### config.mk
export PLATFORM = sky130hd
export DESIGN_NAME = ue_session_table_engine
export DESIGN_NICKNAME = d
export VERILOG_FILES = /design/src/hw/rtl/ue_ste_pkg.sv /design/src/hw/rtl/ue_session_table_engine.sv
export VERILOG_INCLUDE_DIRS = /design/src /design/src/hw/rtl
export SDC_FILE = /design/constraint.sdc
export NUM_CORES = 2
export LEC_CHECK = 0
export BUFFER_PORTS_ARGS = -buffer_cell sky130_fd_sc_hd__buf_4
export CORE_MARGIN = 10
export CORE_UTILIZATION = 45
export DETAILED_ROUTE_END_ITERATION = 10
export PLACE_DENSITY = 0.73
export SLEW_MARGIN = 20
export SYNTH_ARGS = -nofsm -noshare
export SYNTH_HDL_FRONTEND = slang
export SYNTH_SLANG_ARGS = --single-unit
### constraint.sdc
create_clock -name clk -period 20.8 [get_ports clk]
set_clock_uncertainty 0.15 [all_clocks]
set_input_delay 3.12 -clock clk [delete_from_list [all_inputs] [get_ports clk]]
set_output_delay 3.12 -clock clk [all_outputs]
set_load 0.02 [all_outputs]
### src/hw/rtl/ue_session_table_engine_assert.svh
// Assertion macros shared by the session table engine RTL.
`ifndef UE_SESSION_TABLE_ENGINE_ASSERT_SVH
`define UE_SESSION_TABLE_ENGINE_ASSERT_SVH
`ifndef SYNTHESIS
`define UE_ASSERT_IMP(lbl, ante, cons) \
  lbl: assert property (@(posedge clk) disable iff (!rst_n) (ante) |-> (cons)) \
    else $error("session table assertion failed");
`define UE_ASSERT_NXT(lbl, ante, cons) \
  lbl: assert property (@(posedge clk) disable iff (!rst_n) (ante) |=> (cons)) \
    else $error("session table assertion failed");
`else
`define UE_ASSERT_IMP(lbl, ante, cons)
`define UE_ASSERT_NXT(lbl, ante, cons)
`endif
`endif

### src/hw/rtl/ue_ste_pkg.sv
// Types and constants of the session table engine.
package ue_ste_pkg;
  localparam int SESSION_SLOTS = 16;
  localparam int SLOT_W = (SESSION_SLOTS > 1) ? $clog2(SESSION_SLOTS) : 1;
  localparam int CNT_W  = $clog2(SESSION_SLOTS + 1);

  typedef logic [SLOT_W-1:0] slot_idx_t;
  typedef logic [CNT_W-1:0]  slot_cnt_t;
  typedef logic [0:0]        cfg_idx_t;

  // Configuration register indexes.
  localparam cfg_idx_t REG_TIMEOUT   = 1'b0;
  localparam cfg_idx_t REG_FIRST_SID = 1'b1;

  // Command codes.
  localparam logic [2:0] CMD_ATTACH = 3'd0;
  localparam logic [2:0] CMD_DETACH = 3'd1;
  localparam logic [2:0] CMD_HBEAT  = 3'd2;
  localparam logic [2:0] CMD_DATA   = 3'd3;
  localparam logic [2:0] CMD_SWEEP  = 3'd4;

  // Reply codes.
  localparam logic [1:0] RPL_ATTACH = 2'd0;
  localparam logic [1:0] RPL_DETACH = 2'd1;
  localparam logic [1:0] RPL_HBEAT  = 2'd2;
  localparam logic [1:0] RPL_ERROR  = 2'd3;

  // Sequencer states.
  typedef enum logic [4:0] {
    ST_IDLE  = 5'b00001,
    ST_SCAN  = 5'b00010,
    ST_EXEC  = 5'b00100,
    ST_SWEEP = 5'b01000,
    ST_DONE  = 5'b10000
  } state_t;
endpackage

### src/hw/rtl/ue_session_table_engine.sv
// Session table engine: slot table, walking sequencer and reply register.
//
// Usage: commands arrive as beats on the in_ channel (valid/ready); each
// command yields exactly one result beat on the out_ channel, whose
// out_reply_valid tells whether it carries a reply message. The cfg_ port
// writes the idle timeout (index 0) and the first session id (index 1); the
// latter also reloads the session id allocator.
// Attach, detach, heartbeat and data walk every slot once with a single
// device-id comparator, decide and update the hit or free slot in the
// execute state, and then move the result into the output register in
// the done state. An expire sweep walks every slot with one shared
// subtract-and-compare unit and then passes to the done state; unused
// command codes go straight to the done state.
// Throughput: one command at a time; in_ready is high only while idle.
// Reset clears all slot valid bits, the counters and the output beat, and
// restores the timeout to 30000 and the next session id to 1.
// When the receiver stalls, a waiting result beat holds; the engine may take
// one more command and finish it, then waits until the output is free.
module ue_session_table_engine (
  input  logic                 clk,
  input  logic                 rst_n,
  input  logic                 in_valid,
  output logic                 in_ready,
  input  logic [2:0]           in_command,
  input  logic [31:0]          in_ue_id,
  input  logic [31:0]          in_session_id,
  input  logic [31:0]          in_sequence_number,
  input  logic [15:0]          in_declared_length,
  input  logic [15:0]          in_payload_size,
  input  logic [47:0]          in_now_ms,
  output logic                 out_valid,
  input  logic                 out_ready,
  output logic                 out_reply_valid,
  output logic [1:0]           out_reply_type,
  output logic [31:0]          out_reply_ue_id,
  output logic [31:0]          out_reply_session_id,
  output logic [31:0]          out_reply_sequence,
  output logic [47:0]          out_reply_timestamp,
  output logic [4:0]           out_active_sessions,
  output logic [47:0]          out_delivered_bytes_total,
  output logic [47:0]          out_delivered_packets_total,
  output logic [31:0]          out_expired_total,
  input  logic                 cfg_we,
  input  ue_ste_pkg::cfg_idx_t cfg_index,
  input  logic [47:0]          cfg_wdata
);
  import ue_ste_pkg::*;

  localparam slot_idx_t LAST_IDX = SLOT_W'(SESSION_SLOTS - 1);

  // Slot table.
  logic [SESSION_SLOTS-1:0] slot_vld_r;
  logic [31:0] slot_dev_r  [SESSION_SLOTS];
  logic [31:0] slot_sess_r [SESSION_SLOTS];
  logic [31:0] slot_seq_r  [SESSION_SLOTS];
  logic [47:0] slot_seen_r [SESSION_SLOTS];

  // Control and counters.
  state_t      st_r;
  slot_idx_t   idx_r, hit_idx_r, free_idx_r;
  logic        hit_found_r, free_found_r;
  slot_cnt_t   act_r;
  logic [47:0] tmo_r;
  logic [31:0] next_sid_r;
  logic [47:0] bytes_r, pkts_r;
  logic [31:0] expired_r;
  logic        out_valid_r;

  // Latched command.
  logic [2:0]  cmd_r;
  logic [31:0] cmd_dev_r, cmd_sid_r, cmd_seq_r;
  logic [15:0] cmd_dlen_r, cmd_psz_r;
  logic [47:0] cmd_now_r;

  // Pending result.
  logic        res_rv_r;
  logic [1:0]  res_type_r;
  logic [31:0] res_dev_r, res_sid_r, res_seq_r;
  logic [47:0] res_now_r;

  // Output register.
  logic        o_rv_r;
  logic [1:0]  o_type_r;
  logic [31:0] o_dev_r, o_sid_r, o_seq_r;
  logic [47:0] o_now_r;
  logic [4:0]  o_act_r;
  logic [47:0] o_bytes_r, o_pkts_r;
  logic [31:0] o_exp_r;

  logic in_fire, out_load;
  assign in_ready = (st_r == ST_IDLE);
  assign in_fire  = in_valid && in_ready;
  assign out_load = (st_r == ST_DONE) && (!out_valid_r || out_ready);

  // Shared comparator of the slot walk.
  logic scan_match, scan_free;
  assign scan_match = slot_vld_r[idx_r] && (slot_dev_r[idx_r] == cmd_dev_r);
  assign scan_free  = !slot_vld_r[idx_r];

  // Shared subtract-and-compare unit of the expire sweep.
  logic [47:0] sw_idle;
  logic        sw_kill;
  assign sw_idle = cmd_now_r - slot_seen_r[idx_r];
  assign sw_kill = (st_r == ST_SWEEP) && slot_vld_r[idx_r] && (sw_idle >= tmo_r);

  // Decision for the command once the walk has found its slots.
  logic [31:0] hit_sess, hit_seq;
  logic        sess_ok, seq_newer, len_ok;
  logic        d_rv, d_new, d_seen, d_seq, d_clr, d_data;
  logic [1:0]  d_type;
  logic [31:0] d_sid;

  assign hit_sess  = slot_sess_r[hit_idx_r];
  assign hit_seq   = slot_seq_r[hit_idx_r];
  assign sess_ok   = hit_found_r && (hit_sess == cmd_sid_r);
  assign seq_newer = cmd_seq_r > hit_seq;
  assign len_ok    = (cmd_psz_r == cmd_dlen_r) && (cmd_psz_r != 16'd0);

  always_comb begin
    d_rv   = 1'b0;
    d_type = RPL_ATTACH;
    d_sid  = cmd_sid_r;
    d_new  = 1'b0;
    d_seen = 1'b0;
    d_seq  = 1'b0;
    d_clr  = 1'b0;
    d_data = 1'b0;
    unique case (cmd_r)
      CMD_ATTACH: begin
        d_rv = 1'b1;
        if (cmd_dev_r == 32'd0 || cmd_seq_r == 32'd0 || cmd_sid_r != 32'd0) begin
          d_type = RPL_ERROR;
        end else if (hit_found_r) begin
          d_seen = 1'b1;
          d_sid  = hit_sess;
        end else if (free_found_r) begin
          d_new = 1'b1;
          d_sid = next_sid_r;
        end else begin
          d_type = RPL_ERROR;
        end
      end
      CMD_DETACH: begin
        if (!hit_found_r) begin
          d_rv   = 1'b1;
          d_type = RPL_DETACH;
        end else if (!sess_ok) begin
          d_rv   = 1'b1;
          d_type = RPL_ERROR;
        end else if (seq_newer) begin
          d_rv   = 1'b1;
          d_type = RPL_DETACH;
          d_clr  = 1'b1;
        end
      end
      CMD_HBEAT: begin
        if (sess_ok && seq_newer) begin
          d_rv   = 1'b1;
          d_type = RPL_HBEAT;
          d_sid  = hit_sess;
          d_seen = 1'b1;
          d_seq  = 1'b1;
        end
      end
      CMD_DATA: begin
        if (sess_ok && seq_newer && len_ok) begin
          d_seen = 1'b1;
          d_seq  = 1'b1;
          d_data = 1'b1;
        end
      end
      default: begin
      end
    endcase
  end

  logic do_exec;
  assign do_exec = (st_r == ST_EXEC);

  // Slot payload storage.
  always_ff @(posedge clk) begin
    if (do_exec && d_new) begin
      slot_dev_r[free_idx_r]  <= cmd_dev_r;
      slot_sess_r[free_idx_r] <= next_sid_r;
      slot_seq_r[free_idx_r]  <= cmd_seq_r;
      slot_seen_r[free_idx_r] <= cmd_now_r;
    end
    if (do_exec && d_seen) begin
      slot_seen_r[hit_idx_r] <= cmd_now_r;
    end
    if (do_exec && d_seq) begin
      slot_seq_r[hit_idx_r] <= cmd_seq_r;
    end
  end

  // Command, result and output payload registers.
  always_ff @(posedge clk) begin
    if (in_fire) begin
      cmd_r      <= in_command;
      cmd_dev_r  <= in_ue_id;
      cmd_sid_r  <= in_session_id;
      cmd_seq_r  <= in_sequence_number;
      cmd_dlen_r <= in_declared_length;
      cmd_psz_r  <= in_payload_size;
      cmd_now_r  <= in_now_ms;
      res_rv_r   <= 1'b0;
      res_type_r <= 2'd0;
      res_dev_r  <= 32'd0;
      res_sid_r  <= 32'd0;
      res_seq_r  <= 32'd0;
      res_now_r  <= 48'd0;
    end
    if (do_exec) begin
      res_rv_r   <= d_rv;
      res_type_r <= d_rv ? d_type : 2'd0;
      res_dev_r  <= d_rv ? cmd_dev_r : 32'd0;
      res_sid_r  <= d_rv ? d_sid : 32'd0;
      res_seq_r  <= d_rv ? cmd_seq_r : 32'd0;
      res_now_r  <= d_rv ? cmd_now_r : 48'd0;
    end
    if (out_load) begin
      o_rv_r    <= res_rv_r;
      o_type_r  <= res_type_r;
      o_dev_r   <= res_dev_r;
      o_sid_r   <= res_sid_r;
      o_seq_r   <= res_seq_r;
      o_now_r   <= res_now_r;
      o_act_r   <= 5'(act_r);
      o_bytes_r <= bytes_r;
      o_pkts_r  <= pkts_r;
      o_exp_r   <= expired_r;
    end
  end

  // Sequencer, valid bits, counters and configuration.
  always_ff @(posedge clk) begin
    if (!rst_n) begin
      st_r         <= ST_IDLE;
      idx_r        <= '0;
      hit_idx_r    <= '0;
      free_idx_r   <= '0;
      hit_found_r  <= 1'b0;
      free_found_r <= 1'b0;
      slot_vld_r   <= '0;
      act_r        <= '0;
      tmo_r        <= 48'd30000;
      next_sid_r   <= 32'd1;
      bytes_r      <= '0;
      pkts_r       <= '0;
      expired_r    <= '0;
      out_valid_r  <= 1'b0;
    end else begin
      if (cfg_we) begin
        unique case (cfg_index)
          REG_TIMEOUT:   tmo_r <= cfg_wdata;
          REG_FIRST_SID: next_sid_r <= cfg_wdata[31:0];
          default: begin
          end
        endcase
      end

      // The beat leaves unless a new one replaces it at this edge.
      if (out_valid_r && out_ready && !out_load) begin
        out_valid_r <= 1'b0;
      end

      unique case (st_r)
        ST_IDLE: begin
          if (in_fire) begin
            idx_r        <= '0;
            hit_found_r  <= 1'b0;
            free_found_r <= 1'b0;
            if (in_command == CMD_SWEEP) begin
              st_r <= ST_SWEEP;
            end else if (in_command == CMD_ATTACH || in_command == CMD_DETACH ||
                         in_command == CMD_HBEAT || in_command == CMD_DATA) begin
              st_r <= ST_SCAN;
            end else begin
              st_r <= ST_DONE;
            end
          end
        end
        ST_SCAN: begin
          // Lowest matching slot and lowest free slot.
          if (scan_match && !hit_found_r) begin
            hit_found_r <= 1'b1;
            hit_idx_r   <= idx_r;
          end
          if (scan_free && !free_found_r) begin
            free_found_r <= 1'b1;
            free_idx_r   <= idx_r;
          end
          idx_r <= idx_r + 1'b1;
          if (idx_r == LAST_IDX) begin
            st_r <= ST_EXEC;
          end
        end
        ST_EXEC: begin
          if (d_new) begin
            slot_vld_r[free_idx_r] <= 1'b1;
            act_r      <= act_r + 1'b1;
            next_sid_r <= next_sid_r + 32'd1;
          end
          if (d_clr) begin
            slot_vld_r[hit_idx_r] <= 1'b0;
            act_r <= act_r - 1'b1;
          end
          if (d_data) begin
            bytes_r <= bytes_r + 48'(cmd_psz_r);
            pkts_r  <= pkts_r + 48'd1;
          end
          st_r <= ST_DONE;
        end
        ST_SWEEP: begin
          if (sw_kill) begin
            slot_vld_r[idx_r] <= 1'b0;
            act_r     <= act_r - 1'b1;
            expired_r <= expired_r + 32'd1;
          end
          idx_r <= idx_r + 1'b1;
          if (idx_r == LAST_IDX) begin
            st_r <= ST_DONE;
          end
        end
        ST_DONE: begin
          if (out_load) begin
            out_valid_r <= 1'b1;
            st_r        <= ST_IDLE;
          end
        end
        default: st_r <= ST_IDLE;
      endcase
    end
  end

  assign out_valid                   = out_valid_r;
  assign out_reply_valid             = o_rv_r;
  assign out_reply_type              = o_type_r;
  assign out_reply_ue_id             = o_dev_r;
  assign out_reply_session_id        = o_sid_r;
  assign out_reply_sequence          = o_seq_r;
  assign out_reply_timestamp         = o_now_r;
  assign out_active_sessions         = o_act_r;
  assign out_delivered_bytes_total   = o_bytes_r;
  assign out_delivered_packets_total = o_pkts_r;
  assign out_expired_total           = o_exp_r;

`include "ue_session_table_engine_assert.svh"

  // The occupancy count tracks the valid bits.
  `UE_ASSERT_IMP(a_act_count, 1'b1, act_r == CNT_W'($countones(slot_vld_r)))
  // A hit found by the walk points at an occupied slot.
  `UE_ASSERT_IMP(a_hit_valid, do_exec && hit_found_r, slot_vld_r[hit_idx_r])
  // An accepted command leaves the idle state.
  `UE_ASSERT_NXT(a_busy_after_accept, in_fire, st_r != ST_IDLE)
  // A finished result waits while the output beat is stalled.
  `UE_ASSERT_NXT(a_done_waits, (st_r == ST_DONE) && out_valid_r && !out_ready,
                 st_r == ST_DONE)
endmodule
# --- Yosys cells after proc, flatten, opt, wreduce, memory -nomap -nowiden ---
# Memories as Yosys holds them, arrays and structs flattened. A register that Yosys moved wholly into a read port is not among the register bits.
# Index checks and enable logic that the tools add are counted.
op_classes:
  add_sub_neg: 8
  order_cmp: 8
  eq_ne: 24
  mux: 104
  n_bitwise: 6
  n_reduce_logical: 54
ops:
  columns: ["op", "count"]
  rows:
  - ["32-bit two-way mux", 16]
  - ["48-bit two-way mux", 4]
  - ["16-bit two-way mux", 5]
  - ["32-bit by 1-bit adder with 32-bit output (second input constant)", 2]
  - ["32-bit == test", 2]
  - ["32-bit zero test", 2]
  - ["32-bit case mux with 2 select lines", 1]
  - ["48-bit by 1-bit adder with 48-bit output (second input constant)", 1]
  - ["48-bit by 16-bit adder with 48-bit output", 1]
  - ["48-bit >= comparator", 1]
  - ["48-bit OR reduction", 1]
  - ["48-bit subtractor", 1]
  - ["5-bit two-way mux", 9]
  - ["4-bit two-way mux", 11]
  - ["1-bit two-way mux", 35]
  - ["16-bit AND", 2]
  - ["32-bit > comparator", 1]
  - ["16-bit NOT", 2]
  - ["16-bit case mux with 2 select lines", 1]
  - ["32-bit nonzero test", 1]
  - ["32-bit OR reduction", 1]
  - ["5-bit case mux with 5 select lines", 1]
  - ["1-bit logical AND", 19]
  - ["2-bit two-way mux", 9]
  - ["other kinds (36)", 75]
word_totals:
  register_bits: 855
  ramBits: 2304
  input_bits: 233
  word_cells: 245
  memories: 4
mem_list:
  columns: ["name", "depth", "width", "rd", "rd_clocked_by_memory_dff", "wr", "line_no", "text"]
  rows:
  - ["slot_seen_r", 16, 48, 1, 1, 1, "ue_session_table_engine.sv:56", "logic [47:0] slot_seen_r [SESSION_SLOTS];"]
  - ["slot_dev_r", 16, 32, 1, 1, 1, "ue_session_table_engine.sv:53", "logic [31:0] slot_dev_r [SESSION_SLOTS];"]
  - ["slot_seq_r", 16, 32, 1, 1, 1, "ue_session_table_engine.sv:55", "logic [31:0] slot_seq_r [SESSION_SLOTS];"]
  - ["slot_sess_r", 16, 32, 1, 1, 1, "ue_session_table_engine.sv:54", "logic [31:0] slot_sess_r [SESSION_SLOTS];"]

# --- Logic depth before layout (Yosys ltp) ---
logic_depth:
  ltp_word: 11
  mapped_depth: 35

# --- Worst setup path after synthesis ---
# OpenSTA, ideal clock, no wires.
synth_timing:
  path_type: "in2reg"
  start: "input out_ready"
  end: "register o_act_r[0] (netlist: out_active_sessions[0]), enable pin"
  t_arrival_ns: 14.795
  slack_ns: 4.929
  stages: 2
  n_path_buf: 0
  cell_sequence: "nor2b_1 -> nor2_1"
synth_between:
  elab_chain_cells: 2
synth_rtl:
  columns: ["item", "line_no", "text"]
  rows:
  - ["start: declaration", "ue_session_table_engine.sv:32", "input logic out_ready,"]
  - ["1-bit logical OR", "ue_session_table_engine.sv:93", "assign out_load = (st_r == ST_DONE) && (!out_valid_r || out_ready);"]
  - ["1-bit logical AND", "ue_session_table_engine.sv:93", null]
  - ["named net out_load", "ue_session_table_engine.sv:90", "logic in_fire, out_load;"]
  - ["end signal: assignment", "ue_session_table_engine.sv:228", "o_act_r <= 5'(act_r);"]
  - ["end: declaration", "ue_session_table_engine.sv:86", "logic [4:0] o_act_r;"]
# The timed path passes the listed nets, and every way through them passes these cells.
# A chain may end at the register's enable or synchronous reset.

==> summary.txt <==
Clock tree
  • TritonCTS Buffers: 327
  • Worst-Skew Late Latency: 0.92 ns
  • Setup Fix Bufs, Post-CTS: 0
  • # hold bufs at CTS: 0
  • TritonCTS clock tree: done
  • # clock sinks: 3,167
  • Max clock buf depth: 4
  • H-tree depth: 5
  • Clock root cell: clkbuf_16
  • Post-CTS Resized: 0
  • Clock Pin Slew Worst Setup and Hold Paths: 0.06 ns

Cells and area
  • Filler cells: 21,700
  • Final Cell Area: 147,000 µm²
  • Layout cells sized above 1: 24.9%
  • Fin nets: 7,935
  • Non-filler instance count after layout: 11,600
  • Layout area overhead: 15.6%

Yosys
  • Number of synthesized flops with an enable pin: 2,910
  • Post-synthesis sequential area ratio: 72.9%
  • YS warnings: 0
  • Syn Area/Cell: 18.4 µm²
  • Syn nets: 7,295
  • Cells after Synth: 6,908
  • Most used DFF post-synth: edfxtp_1
  • FF+latch count, synth: 3,167
  • Synth async-reset ratio: 0%
  • Netlist cell types: 89
  • Post-synthesis cell area: 127,000 µm²

Detailed routing
  • Routed WL: 339,000 µm
  • Vias: 69,700
  • Initial drt markers: 9,184
  • DR DRC count: 0
  • Via density per instance: 6.03
  • Routed len/inst: 29.3 µm
  • Length of the first detailed-routing pass in iterations: 9
  • ANT nets after route: 0

Die
  • Initial core utilization: 45.3%
  • Die area: 304,000 µm²
  • I/O Pins: 515
  • Num rows: 194
  • Total core area: 280,000 µm²
  • Die Span Y: 551 µm
  • Die W: 551 µm

Worst setup path
  • Critical Path Source Type: flip-flop
  • Critical path required time: 21.45 ns
  • Slowest stage delay, CP: 0.91 ns
  • Crit Path Category: reg -> reg
  • Critical Path Sink Type: flip-flop
  • Crit-path max FO: 41
  • Worst endpoint data arrival time: 9.83 ns
  • CP max-delay cell: dfxtp_4

Placement
  • Place WS: 11.54 ns
  • Detailed-placement wirelength estimate: 200,000 µm
  • Inst Count DP: 10,900
  • Post-DP Area: 136,000 µm²
  • Routability cong.: 0.908
  • Port-buffer cells: 514

Global routing
  • Global Route Usage Sum: 21.7%
  • Initial antenna violation count: 56
  • Grt total ovfl: 0
  • First-pass GRT wire length: 488,000 µm
  • Pin count of the biggest net entering global routing: 159
  • Vias in the first global route: 70,300

Pwr
  • Switching part of the total: 21.9%
  • Maximum VDD drop: 68.8 µV
  • P_sw: 3.01 mW
  • Seq pwr share: 53.1%
  • Comb power frac: 3.9%
  • PwrDens: 93.7 nW/µm²
  • Part of the power in the clock network: 43.0%
  • Overall power: 13.7 mW
  • Internal power: 10.7 mW
  • Leak pwr: 47.4 nW

Timing
  • Setup ws final: 11.62 ns
  • Final setup TNS: 0 ns
  • Fmax: 109 MHz
  • Worst-Margin Slew: 1.18 ns
  • Finish-stage setup viols: 0
  • Final min period: 9.18 ns
  • Final Hold Viols: 0
  • Unrepaired setup endpoints after global routing: false
  • Fin crit share: 44.2%
  • Fin. max-slew vios: 0
  • Slew HR: 21.2%

Hold path
  • Hold WC Path Type: reg -> reg

Run status
  • Status: completed

Job
  • Max Cap Viol: 0
## worst max-delay path: cells and delay by family, from the launching register on
kind | cells | cell delay [ns]
AO/OA/AOI/OAI | 11 | 2.99
AND/OR/NAND/NOR | 8 | 2.35
multiplexers | 2 | 1.06
flip-flops | 1 | 0.91
buffers and inverters | 2 | 0.86
adder cells (fa/ha/maj) | 2 | 0.54
XOR/XNOR | 2 | 0.20
## cells in the final DEF (no fill, tap or decap), types with 50 or more instances in the layout
master        n
a21boi_0     67
a21o_1       66
a21oi_1     155
and2_1      165
and3_1       60
buf_4       645
clkbuf_1     61
clkbuf_16   332
clkinv_1     53
dfxtp_1     249
edfxtp_1   2910
ha_1        152
inv_1       175
mux2i_1     161
mux4_2      659
nand2_1     333
nand2b_1     93
nand3_1     121
nand4_1     101
nor2_1      136
nor2b_1      51
nor3_1       50
o21ai_0     118
xnor2_1     120
xor2_1       72
## worst paths after layout
check	slack, ns	to	startpoint	depth (start not counted)
max	11.62	expired_r[23]	flip-flop	27
min	0.26	out_reply_sequence[6]	res_seq_r[6]	0
max reg2reg	11.62	expired_r[23]	flip-flop	27
min reg2reg	0.26	out_reply_sequence[6]	res_seq_r[6]	0
## flip-flops by register name, indices dropped and copies added (netlist names), 512 cells and up, named ones only
name and cells:
slot_sess_r 512, slot_dev_r 512, slot_seen_r 768, slot_seq_r 512
## cell type report
class	count	area [µm²]	share of cell area [%]
Clock buffer	408	8730	5.95
Timing Repair Buffer	654	5020	3.43
Inverter	179	682	0.465
Antenna cell	22	55.1	0.0375
Tap cell	3724	4660	3.18
Clock inverter	181	2190	1.49
Multi-Input combinational cell	3219	32700	22.3
Sequential cell	3167	92600	63.1
## cells in the mapped netlist (34+ instances only)
master	number	area, µm²
edfxtp_1	2910	87400
mux4_2	659	14800
nand2_1	334	1250
dfxtp_1	257	5140
clkbuf_1	209	785
inv_1	176	661
a21oi_1	165	826
and2_1	165	1030
mux2i_1	161	1610
nor2_1	153	574
ha_1	152	1900
nand3_1	121	606
xnor2_1	120	1050
o21ai_0	118	591
nand4_1	101	632
nand2b_1	94	588
buf_1	79	297
xor2_1	72	631
a21boi_0	67	503
a21o_1	66	495
and3_1	60	375
nor3_1	54	270
nor2b_1	53	332
nor4_1	52	325
a211oi_1	34	255
## per-stage QoR
stage                     utilization, %  hold slack, ns
after CTS                           52.3           0.264
after floorplan                        -           0.250
after global placement              48.4           0.250
after detailed placement            48.4           0.255
final                               52.3           0.264
after global routing                52.3           0.270
## cell families (layout without fill, tap and decap cells)
family / Yosys count / after routing / share of synthesized area [%]
xor gates and xnor gates: 193 / 193 / 1.34
adders and majority gates: 154 / 154 / 1.53
and+or+nand+nor: 1285 / 1285 / 5.37
other: 0 / 22 / 0
DFF: 3167 / 3167 / 72.9
buffers and inverters: 522 / 1422 / 1.72
muxes: 840 / 840 / 13.2
AOI/OAI and AO/OA: 747 / 747 / 3.97
## layer usage
metal	part of all wire (%)	global-route usage, %	up-vias
li1	-	-	29000
met2	48	34.5	3982
met5	0.0065	0	-
met1	38	29.6	36000
met4	4.2	8.55	4
met3	9.6	4.25	674
## power by group through the flow
stage          Clock (mW)  Combinational (mW)  Sequential (mW)
4_1_cts              6.00               0.529             7.30
3_3_place_gp            0               0.510             7.42
2_1_floorplan           0               0.303             7.38
6_report             5.91               0.531             7.30
3_5_place_dp            0               0.524             7.43
5_1_grt              6.25               0.576             7.31
No activity file was read; power rests on OpenSTA's default activity.
